==> config.mk <==
export PLATFORM = sky130hd
export DESIGN_NAME = crossing_traffic_light_sequencer
export DESIGN_NICKNAME = d
export VERILOG_FILES = /design/src/rtl/ctls_pkg.sv /design/src/rtl/ctls_csr_regs.sv /design/src/rtl/ctls_pot_map.sv /design/src/rtl/ctls_seq_core.sv /design/src/rtl/crossing_traffic_light_sequencer.sv
export SDC_FILE = /design/constraint.sdc
export NUM_CORES = 1
export LEC_CHECK = 0
export BUFFER_PORTS_ARGS = -buffer_cell sky130_fd_sc_hd__buf_2
export CELL_PAD_IN_SITES_DETAIL_PLACEMENT = 0
export CELL_PAD_IN_SITES_GLOBAL_PLACEMENT = 1
export CORE_ASPECT_RATIO = 0.6
export CORE_MARGIN = 2
export CORE_UTILIZATION = 45
export DETAILED_ROUTE_END_ITERATION = 8
export PLACE_DENSITY = 0.77
export SLEW_MARGIN = 20
export SYNTH_ARGS = -nofsm -noshare
export SYNTH_HDL_FRONTEND = slang
export SYNTH_SLANG_ARGS = --single-unit
==> constraint.sdc <==
create_clock -name clock -period 14.16 [get_ports clock]
set_input_delay 0 -clock clock [delete_from_list [all_inputs] [get_ports clock]]
set_output_delay 0 -clock clock [all_outputs]
set_load 0.1 [all_outputs]
==> src/rtl/ctls_pkg.sv <==
// Shared types and constants of the crossing traffic light sequencer.
`default_nettype none

package ctls_pkg;

   localparam int TICK_W       = 16;
   localparam int DUTY_W       = 11;
   localparam int POT_IN_W     = 12;
   localparam int POT_BITS     = 12;
   localparam int FLASH_PERIOD = 10;
   localparam int FLASH_W      = $clog2(FLASH_PERIOD);

   localparam int CSR_IDX_W  = 3;
   localparam int CSR_DATA_W = 16;

   localparam logic [CSR_IDX_W-1:0] CSR_GREEN_TICKS     = 3'd0;
   localparam logic [CSR_IDX_W-1:0] CSR_AMBER_TICKS     = 3'd1;
   localparam logic [CSR_IDX_W-1:0] CSR_WALK_RED_TICKS  = 3'd2;
   localparam logic [CSR_IDX_W-1:0] CSR_PLAIN_RED_TICKS = 3'd3;
   localparam logic [CSR_IDX_W-1:0] CSR_DUTY_CLOSED     = 3'd4;
   localparam logic [CSR_IDX_W-1:0] CSR_DUTY_OPEN       = 3'd5;

   localparam logic [TICK_W-1:0] GREEN_TICKS_RST     = 16'd100;
   localparam logic [TICK_W-1:0] AMBER_TICKS_RST     = 16'd30;
   localparam logic [TICK_W-1:0] WALK_RED_TICKS_RST  = 16'd100;
   localparam logic [TICK_W-1:0] PLAIN_RED_TICKS_RST = 16'd30;
   localparam logic [DUTY_W-1:0] DUTY_CLOSED_RST     = 11'd550;
   localparam logic [DUTY_W-1:0] DUTY_OPEN_RST       = 11'd1025;
   localparam logic [DUTY_W-1:0] DUTY_RST            = 11'd750;

   typedef enum logic [3:0] {
      PH_RED     = 4'd0,
      PH_YEL1    = 4'd1,
      PH_GREEN   = 4'd2,
      PH_YEL2    = 4'd3,
      PH_CLOSING = 4'd4,
      PH_CLOSED  = 4'd5,
      PH_OPENING = 4'd6,
      PH_WAIT    = 4'd7,
      PH_MAINT   = 4'd8
   } phase_type;

   typedef enum logic [1:0] {
      LAMP_OFF    = 2'd0,
      LAMP_RED    = 2'd1,
      LAMP_YELLOW = 2'd2,
      LAMP_GREEN  = 2'd3
   } lamp_type;

   typedef logic [POT_BITS-1:0] pot_type;

   typedef struct packed {
      logic                tick;
      logic                ped_button;
      logic                train_present;
      logic                maintenance_on;
      logic [POT_IN_W-1:0] pot_sample;
   } req_item_type;

   typedef struct packed {
      phase_type         phase;
      lamp_type          lamp;
      logic              walk_led;
      logic [DUTY_W-1:0] gate_duty;
      logic              flash_led;
   } rsp_item_type;

   typedef struct packed {
      logic [TICK_W-1:0] green_ticks;
      logic [TICK_W-1:0] amber_ticks;
      logic [TICK_W-1:0] walk_red_ticks;
      logic [TICK_W-1:0] plain_red_ticks;
      logic [DUTY_W-1:0] duty_closed;
      logic [DUTY_W-1:0] duty_open;
   } cfg_type;

endpackage

`default_nettype wire

==> src/rtl/ctls_csr_regs.sv <==
// Configuration registers of the sequencer, write only.
`default_nettype none

module ctls_csr_regs (
   input  logic                             clock,
   input  logic                             reset,
   input  logic                             csr_we,
   input  logic [ctls_pkg::CSR_IDX_W-1:0]  csr_index,
   input  logic [ctls_pkg::CSR_DATA_W-1:0] csr_wdata,
   output ctls_pkg::cfg_type               cfg
);

   ctls_pkg::cfg_type cfg_ff;
   ctls_pkg::cfg_type cfg_in;

   always_comb begin
      cfg_in = cfg_ff;
      if (csr_we) begin
         unique case (csr_index)
            ctls_pkg::CSR_GREEN_TICKS:     cfg_in.green_ticks     = csr_wdata;
            ctls_pkg::CSR_AMBER_TICKS:     cfg_in.amber_ticks     = csr_wdata;
            ctls_pkg::CSR_WALK_RED_TICKS:  cfg_in.walk_red_ticks  = csr_wdata;
            ctls_pkg::CSR_PLAIN_RED_TICKS: cfg_in.plain_red_ticks = csr_wdata;
            ctls_pkg::CSR_DUTY_CLOSED:
               cfg_in.duty_closed = csr_wdata[ctls_pkg::DUTY_W-1:0];
            ctls_pkg::CSR_DUTY_OPEN:
               cfg_in.duty_open = csr_wdata[ctls_pkg::DUTY_W-1:0];
            default: ;
         endcase
      end
   end

   always_ff @(posedge clock) begin
      if (reset) begin
         cfg_ff.green_ticks     <= ctls_pkg::GREEN_TICKS_RST;
         cfg_ff.amber_ticks     <= ctls_pkg::AMBER_TICKS_RST;
         cfg_ff.walk_red_ticks  <= ctls_pkg::WALK_RED_TICKS_RST;
         cfg_ff.plain_red_ticks <= ctls_pkg::PLAIN_RED_TICKS_RST;
         cfg_ff.duty_closed     <= ctls_pkg::DUTY_CLOSED_RST;
         cfg_ff.duty_open       <= ctls_pkg::DUTY_OPEN_RST;
      end else begin
         cfg_ff <= cfg_in;
      end
   end

   assign cfg = cfg_ff;

endmodule

`default_nettype wire

==> src/rtl/ctls_pot_map.sv <==
// Linear pot-to-duty mapping with rounding, divide by 2^n-1 done by folding.
`default_nettype none

module ctls_pot_map (
   input  logic [ctls_pkg::POT_IN_W-1:0] pot_sample,
   input  logic [ctls_pkg::DUTY_W-1:0]   duty_closed,
   input  logic [ctls_pkg::DUTY_W-1:0]   duty_open,
   output logic [ctls_pkg::DUTY_W-1:0]   pot_duty
);

   localparam int PB    = ctls_pkg::POT_BITS;
   localparam int DW    = ctls_pkg::DUTY_W;
   localparam int NUM_W = DW + PB + 1;
   localparam int A_W   = NUM_W - PB;
   localparam int SUM_W = ((A_W > PB) ? A_W : PB) + 1;
   localparam logic [NUM_W-1:0] HALF_FULL = NUM_W'((2 ** PB - 1) / 2);
   localparam logic [SUM_W-1:0] FULL      = SUM_W'(2 ** PB - 1);

   ctls_pkg::pot_type p;
   ctls_pkg::pot_type p_inv;
   logic [NUM_W-1:0]  prod_closed;
   logic [NUM_W-1:0]  prod_open;
   logic [NUM_W-1:0]  num;
   logic [A_W-1:0]    a1;
   logic [SUM_W-1:0]  s1;
   logic [SUM_W-1:0]  a2;
   logic [SUM_W-1:0]  s2;
   logic [SUM_W-1:0]  quot;

   // full scale is all ones, so full - p is the complement of p
   assign p           = ctls_pkg::pot_type'(pot_sample);
   assign p_inv       = ~p;
   assign prod_closed = NUM_W'(duty_closed) * NUM_W'(p_inv);
   assign prod_open   = NUM_W'(duty_open) * NUM_W'(p);
   assign num         = prod_closed + prod_open + HALF_FULL;

   // x = a*2^n + b = a*(2^n-1) + (a+b); fold twice, then one compare
   assign a1   = num[NUM_W-1:PB];
   assign s1   = SUM_W'(a1) + SUM_W'(num[PB-1:0]);
   assign a2   = s1 >> PB;
   assign s2   = a2 + SUM_W'(s1[PB-1:0]);
   assign quot = SUM_W'(a1) + a2 + SUM_W'(s2 >= FULL);

   assign pot_duty = quot[DW-1:0];

endmodule

`default_nettype wire

==> src/rtl/ctls_seq_core.sv <==
// Phase machine with timers, walk latch, lamp, gate duty and flash LED state.
`default_nettype none

module ctls_seq_core (
   input  logic                           clock,
   input  logic                           reset,
   input  logic                           step,
   input  ctls_pkg::req_item_type         item,
   input  ctls_pkg::cfg_type              cfg,
   input  logic [ctls_pkg::DUTY_W-1:0]    pot_duty,
   output ctls_pkg::rsp_item_type         rsp
);

   localparam int TW = ctls_pkg::TICK_W;
   localparam int FW = ctls_pkg::FLASH_W;
   localparam logic [FW:0] FLASH_WRAP = (FW + 1)'(ctls_pkg::FLASH_PERIOD);

   ctls_pkg::phase_type           phase_ff, phase_in;
   logic [TW-1:0]                 tick_ff, tick_in;
   logic                          pend_ff, pend_in;
   ctls_pkg::lamp_type            lamp_ff, lamp_in;
   logic                          walk_ff, walk_in;
   logic [ctls_pkg::DUTY_W-1:0]   duty_ff, duty_in;
   logic [FW-1:0]                 fcount_ff, fcount_in;
   logic                          flash_ff, flash_in;

   logic                          maint_entry;
   logic                          train_entry;
   logic [TW-1:0]                 tick_inc;
   logic [TW-1:0]                 tc;
   logic                          pend;
   ctls_pkg::phase_type           ph;
   logic                          leave;
   logic [FW:0]                   fcount_plus;

   assign tick_inc = (item.tick && (tick_ff != {TW{1'b1}})) ? tick_ff + 1'b1 : tick_ff;
   assign pend     = pend_ff | item.ped_button;

   assign maint_entry = item.maintenance_on && (phase_ff != ctls_pkg::PH_MAINT);
   assign train_entry = !maint_entry && item.train_present
                        && (phase_ff < ctls_pkg::PH_CLOSING);

   always_comb begin
      if (maint_entry) begin
         ph = ctls_pkg::PH_MAINT;
      end else if (train_entry) begin
         ph = ctls_pkg::PH_CLOSING;
      end else begin
         ph = phase_ff;
      end
   end

   assign tc = (maint_entry || train_entry) ? '0 : tick_inc;

   // next phase and timer
   always_comb begin
      phase_in = ph;
      leave    = 1'b0;
      unique case (ph)
         ctls_pkg::PH_RED: begin
            leave    = tc >= (pend ? cfg.walk_red_ticks : cfg.plain_red_ticks);
            phase_in = leave ? ctls_pkg::PH_YEL1 : ph;
         end
         ctls_pkg::PH_YEL1: begin
            leave    = tc >= cfg.amber_ticks;
            phase_in = leave ? ctls_pkg::PH_GREEN : ph;
         end
         ctls_pkg::PH_GREEN: begin
            leave    = tc >= cfg.green_ticks;
            phase_in = leave ? ctls_pkg::PH_YEL2 : ph;
         end
         ctls_pkg::PH_YEL2: begin
            leave    = tc >= cfg.amber_ticks;
            phase_in = leave ? ctls_pkg::PH_RED : ph;
         end
         ctls_pkg::PH_CLOSING: begin
            leave    = 1'b1;
            phase_in = ctls_pkg::PH_CLOSED;
         end
         ctls_pkg::PH_CLOSED: begin
            leave    = !item.train_present;
            phase_in = leave ? ctls_pkg::PH_OPENING : ph;
         end
         ctls_pkg::PH_OPENING: begin
            leave    = 1'b1;
            phase_in = ctls_pkg::PH_WAIT;
         end
         ctls_pkg::PH_WAIT: begin
            leave    = tc >= cfg.walk_red_ticks;
            phase_in = leave ? ctls_pkg::PH_YEL1 : ph;
         end
         ctls_pkg::PH_MAINT: begin
            leave    = !item.maintenance_on;
            phase_in = leave ? ctls_pkg::PH_RED : ph;
         end
         default: begin
            leave    = 1'b1;
            phase_in = ctls_pkg::PH_RED;
         end
      endcase
      tick_in = leave ? '0 : tc;
   end

   assign fcount_plus = {1'b0, fcount_ff} + 1'b1;

   // lamp, walk, duty, walk latch and flash
   always_comb begin
      lamp_in = lamp_ff;
      walk_in = walk_ff;
      duty_in = maint_entry ? cfg.duty_closed : duty_ff;
      pend_in = pend;
      unique case (ph) inside
         ctls_pkg::PH_RED: begin
            lamp_in = ctls_pkg::LAMP_RED;
            duty_in = cfg.duty_open;
            walk_in = pend && !leave;
            pend_in = pend && !leave;
         end
         ctls_pkg::PH_YEL1, ctls_pkg::PH_YEL2: begin
            lamp_in = ctls_pkg::LAMP_YELLOW;
         end
         ctls_pkg::PH_GREEN: begin
            lamp_in = ctls_pkg::LAMP_GREEN;
            duty_in = cfg.duty_open;
         end
         ctls_pkg::PH_CLOSING: begin
            lamp_in = ctls_pkg::LAMP_RED;
            duty_in = cfg.duty_closed;
         end
         ctls_pkg::PH_CLOSED: begin
            walk_in = 1'b1;
         end
         ctls_pkg::PH_OPENING: begin
            duty_in = cfg.duty_open;
         end
         ctls_pkg::PH_WAIT: begin
            walk_in = !leave;
         end
         ctls_pkg::PH_MAINT: begin
            lamp_in = ctls_pkg::LAMP_OFF;
            walk_in = item.maintenance_on;
            duty_in = (tc == '0) ? cfg.duty_closed : pot_duty;
         end
         default: ;
      endcase

      flash_in = flash_ff;
      if (item.maintenance_on && (fcount_ff == '0)) begin
         lamp_in  = ctls_pkg::LAMP_OFF;
         flash_in = !flash_ff;
      end
      fcount_in = (fcount_plus >= FLASH_WRAP) ? '0 : fcount_plus[FW-1:0];
   end

   always_ff @(posedge clock) begin
      if (reset) begin
         phase_ff  <= ctls_pkg::PH_RED;
         tick_ff   <= '0;
         pend_ff   <= 1'b0;
         lamp_ff   <= ctls_pkg::LAMP_OFF;
         walk_ff   <= 1'b0;
         duty_ff   <= ctls_pkg::DUTY_RST;
         fcount_ff <= '0;
         flash_ff  <= 1'b0;
      end else if (step) begin
         phase_ff  <= phase_in;
         tick_ff   <= tick_in;
         pend_ff   <= pend_in;
         lamp_ff   <= lamp_in;
         walk_ff   <= walk_in;
         duty_ff   <= duty_in;
         fcount_ff <= fcount_in;
         flash_ff  <= flash_in;
      end
   end

   assign rsp.phase     = phase_ff;
   assign rsp.lamp      = lamp_ff;
   assign rsp.walk_led  = walk_ff;
   assign rsp.gate_duty = duty_ff;
   assign rsp.flash_led = flash_ff;

endmodule

`default_nettype wire

==> src/rtl/crossing_traffic_light_sequencer.sv <==
// Top level of the crossing traffic light sequencer: input register, handshake, CSRs.
`default_nettype none

// One evaluation step per item, one item per clock sustained while results are
// taken. An accepted item sits in the input register and is evaluated in a
// single pass through the phase machine and pot mapping, whose state registers
// form the result register that offers the result. While a result waits, one
// further item is still taken into the input register. CSR writes take effect
// on the next clock and should be made with the block idle.
module crossing_traffic_light_sequencer (
   input  logic                             clock,
   input  logic                             reset,
   input  logic                             req_valid,
   output logic                             req_ready,
   input  ctls_pkg::req_item_type          req_item,
   output logic                             rsp_valid,
   input  logic                             rsp_ready,
   output ctls_pkg::rsp_item_type          rsp_item,
   input  logic                             csr_we,
   input  logic [ctls_pkg::CSR_IDX_W-1:0]  csr_index,
   input  logic [ctls_pkg::CSR_DATA_W-1:0] csr_wdata
);

   logic                          in_valid_ff, in_valid_in;
   ctls_pkg::req_item_type        item_ff;
   logic                          rsp_valid_ff, rsp_valid_in;
   logic                          step;
   logic                          req_take;
   ctls_pkg::cfg_type             cfg;
   logic [ctls_pkg::DUTY_W-1:0]   pot_duty;

   assign step      = in_valid_ff && (!rsp_valid_ff || rsp_ready);
   assign req_ready = !in_valid_ff || step;
   assign req_take  = req_valid && req_ready;

   always_comb begin
      if (req_take) begin
         in_valid_in = 1'b1;
      end else if (step) begin
         in_valid_in = 1'b0;
      end else begin
         in_valid_in = in_valid_ff;
      end

      if (step) begin
         rsp_valid_in = 1'b1;
      end else if (rsp_ready) begin
         rsp_valid_in = 1'b0;
      end else begin
         rsp_valid_in = rsp_valid_ff;
      end
   end

   always_ff @(posedge clock) begin
      if (reset) begin
         in_valid_ff  <= 1'b0;
         rsp_valid_ff <= 1'b0;
      end else begin
         in_valid_ff  <= in_valid_in;
         rsp_valid_ff <= rsp_valid_in;
      end
   end

   always_ff @(posedge clock) begin
      if (req_take) begin
         item_ff <= req_item;
      end
   end

   assign rsp_valid = rsp_valid_ff;

   ctls_csr_regs u_csr_regs (
      .clock     (clock),
      .reset     (reset),
      .csr_we    (csr_we),
      .csr_index (csr_index),
      .csr_wdata (csr_wdata),
      .cfg       (cfg)
   );

   ctls_pot_map u_pot_map (
      .pot_sample  (item_ff.pot_sample),
      .duty_closed (cfg.duty_closed),
      .duty_open   (cfg.duty_open),
      .pot_duty    (pot_duty)
   );

   ctls_seq_core u_seq_core (
      .clock    (clock),
      .reset    (reset),
      .step     (step),
      .item     (item_ff),
      .cfg      (cfg),
      .pot_duty (pot_duty),
      .rsp      (rsp_item)
   );

endmodule

`default_nettype wire

==> metrics.cfg <==
[min_path]
hp-class = in2reg
hold_end = u_csr_regs.cfg[19]$_SDFFE_PP0P_
whs_path_depth = 4
worstHoldStart = csr_index[2]

[placement]
dp_hpwl_mm = 40.31
placed_cells = 2600
routabilityCongestion = 0.9122
pre_cts_ws_ns = 1.542
port-buffer-count = 60

[layout]
drive_gt1_frac = 0.06192
fillers = 3807
area.growth.synth_to_final_pct = 9.471
diodes = 0
layout.nets = 2593
fin_util = 0.5013
final_cell_mix = 338 x inv_1, 266 x nand2_1, 230 x fa_1
layout_commonest_cell = inv_1
stdcell_count = 2670

[global_routing]
first_global_vias = 14310
gr-total-overflow = 0
grtUsageTotal = 0.2650
grt_start_max_net_pins = 94
antenna_found_initial = 1
grt_pass1_wl_mm = 83.99

[yosys]
yosys.area_share.simple = 0.1969
postSynthCellCount = 2095
synth_warnings = 0
synth_seq_area_share = 0.1694
synth_ff_type = dfxtp_1
async_flop_share = 0
yosys_register_bits = 144
synth_xor_area_frac = 0.02194
synth_cell_type_count = 75
synthMuxAreaShare = 0.01351
synth-compound-area-share = 0.1179
synth_fa_ha_area_frac = 0.3872
synth_nets = 2553
synth_edf_count = 16
synth_area_um2 = 17970
syn_area_per_cell_um2 = 8.576
synth_top_family_by_area = adder cells

[cts]
cts_tree = done
clockBufferDepth = 2
insertion_delay_ns = 0.45
root_buffer = clkbuf_16
post-cts-setup-buffer-count = 0
clk_pin_slew_worst_paths_ns = 0.08
htree_levels = 4
clock_sinks = 144
numCtsBuffers = 17

[setup_path]
worstSetupPathType = reg2reg
cpPeakStageDelay_ns = 1.13
slowest_stage = edfxtp_1
crit_top_cell = fa_1
rr_worst_depth = 47
critPathArrivalTime_ns = 13.02
r2r_start = item_ff[4]$_DFFE_PP_
crit_family = adder cells
critPathBufInv = 6
worstPathRequired_ns = 14.44
start_kind = flip-flop
cp_max_fo = 22
r2r-end = u_seq_core.duty_ff[4]$_SDFFE_PP0P_
reg2reg_setup_slack_ns = 1.42
worstSetupEndpointType = flip-flop
worst-path-stages = 47

[floorplan]
die_width_um = 262.0
die-area_um2 = 41590
io_pins = 61
coreArea_um2 = 39240
std_cell_rows = 56
die_h_um = 158.8
start_util = 0.4579

[timing]
finalCritPeriodShare = 0.8994
relSlewSlack = 0.2144
finClkSkew_ns = 0.01838
post-route-min-period_ns = 12.74
tightest_slew_ns = 1.178
fin_setup_tns_ns = 0
fmax_mhz = 78.52
setup_ws_ns = 1.425
maxSlewViolCount = 0
setup_viol = 0
timing_hold_violations_final = 0
rsz0062_at_grt = false

[detailed_routing]
first_iter_violations = 1707
ant_nets = 0
finalWirelength_mm = 53.64
routedWlPerCell_um = 20.09
avgViaCountPerCell = 5.507
dr.pass1.iters = 6
vias = 14700
route.detailed.drc = 0

[power_and_ir_drop]
p_leak_nw = 9.111
power.density_nw_per_um2 = 231.3
ir_drop_uv = 334.7
p_total_mw = 4.549

[run]
drv_cap = 0

[outcome]
outcome = finished clean

==> per-layer routing <==
metal | share of wire | global-route usage
met5 | 0 | 0
met2 | 0.37 | 0.3291
met4 | 0.0068 | 0.03261
met1 | 0.52 | 0.4484
met3 | 0.11 | 0.07152
==> synthesized netlist by cell type (28+ instances only) <==
| cell | count | area (um^2) |
|---|---|---|
| dfxtp_1 | 128 | 2562 |
| fa_1 | 230 | 4604 |
| inv_1 | 338 | 1269 |
| clkbuf_1 | 89 | 334.1 |
| ha_1 | 188 | 2352 |
| nand2b_1 | 64 | 400.4 |
| o21ai_0 | 42 | 210.2 |
| nor2_1 | 74 | 277.8 |
| a21o_1 | 33 | 247.7 |
| a21oi_1 | 133 | 665.6 |
| nand2_1 | 266 | 998.5 |
| and2_1 | 79 | 494.2 |
| nor2b_1 | 94 | 588.1 |
| xnor2_1 | 28 | 245.2 |
==> power by group <==
group	internal [mW]	switching [mW]
sequential	0.427	0.0286
combinational	1.41	2.22
clock	0.247	0.211
total	2.08	2.46
==> how the worst max path moves through the flow <==
stage | startpoint | endpoint | slack, ns
floorplan | item_ff[6]$_DFFE_PP_ | u_seq_core.duty_ff[4]$_SDFFE_PP0P_ | 3.42
global placement | item_ff[3]$_DFFE_PP_ | u_seq_core.duty_ff[4]$_SDFFE_PP0P_ | 1.87
detailed placement | item_ff[3]$_DFFE_PP_ | u_seq_core.duty_ff[4]$_SDFFE_PP0P_ | 1.54
CTS | item_ff[3]$_DFFE_PP_ | u_seq_core.duty_ff[4]$_SDFFE_PP0P_ | 1.49
global route | item_ff[3]$_DFFE_PP_ | u_seq_core.duty_ff[4]$_SDFFE_PP0P_ | 0.55
finish | item_ff[4]$_DFFE_PP_ | u_seq_core.duty_ff[4]$_SDFFE_PP0P_ | 1.42
==> worst register-to-register path: cells and delay by family (launching register included) <==
kind            cells  cell delay (ns)
compound gates     17             3.18
xor+xnor            2             0.91
fa+ha+maj          13             5.56
buf+inv             6             0.62
flops               1             1.13
simple gates        9             1.16
==> layout make-up <==
| class | count | area (um^2) | share of cell area |
|---|---|---|---|
| repair buffers | 123 | 870.8 | 0.04427 |
| clock buffers | 17 | 425.4 | 0.02163 |
| multi-input cells | 1511 | 13260 | 0.6742 |
| well taps | 522 | 653.1 | 0.03321 |
| flip-flops and latches | 144 | 3043 | 0.1547 |
| clock inverters | 15 | 147.6 | 0.007506 |
| inverters | 338 | 1269 | 0.06450 |
==> cell families after synthesis <==
kind of cell,count (synthesis)
buf+inv,440
fa+ha+maj,418
compound gates,330
simple gates,694
flops,144
mux,24
xor+xnor,45
==> state kept, by name, indices dropped and copies added, names as in the netlist <==
register	flops
u_seq_core.tick_ff	16
in_valid_ff	1
u_csr_regs.cfg	86
u_seq_core.walk_ff	1
u_seq_core.fcount_ff	4
item_ff	16
u_seq_core.lamp_ff	2
rsp_valid	1
u_seq_core.phase_ff	4
u_seq_core.flash_ff	1
u_seq_core.duty_ff	11
u_seq_core.pend_ff	1
==> timing repair <==
item / in CTS / in global routing
resized for setup: 0 / 0
hold buffers: 38 / 0
endpoints found under the hold margin: 115 / 0
==> stage by stage <==
stage	hold slack [ns]	cell area, um^2
after global routing	0.1697	19670
after detailed placement	0.1781	18720
after global placement	0.1775	18710
after floorplan	0.09887	17970
after CTS	0.1188	19670
final	0.1379	19670
(Power assumes the default switching activity.)
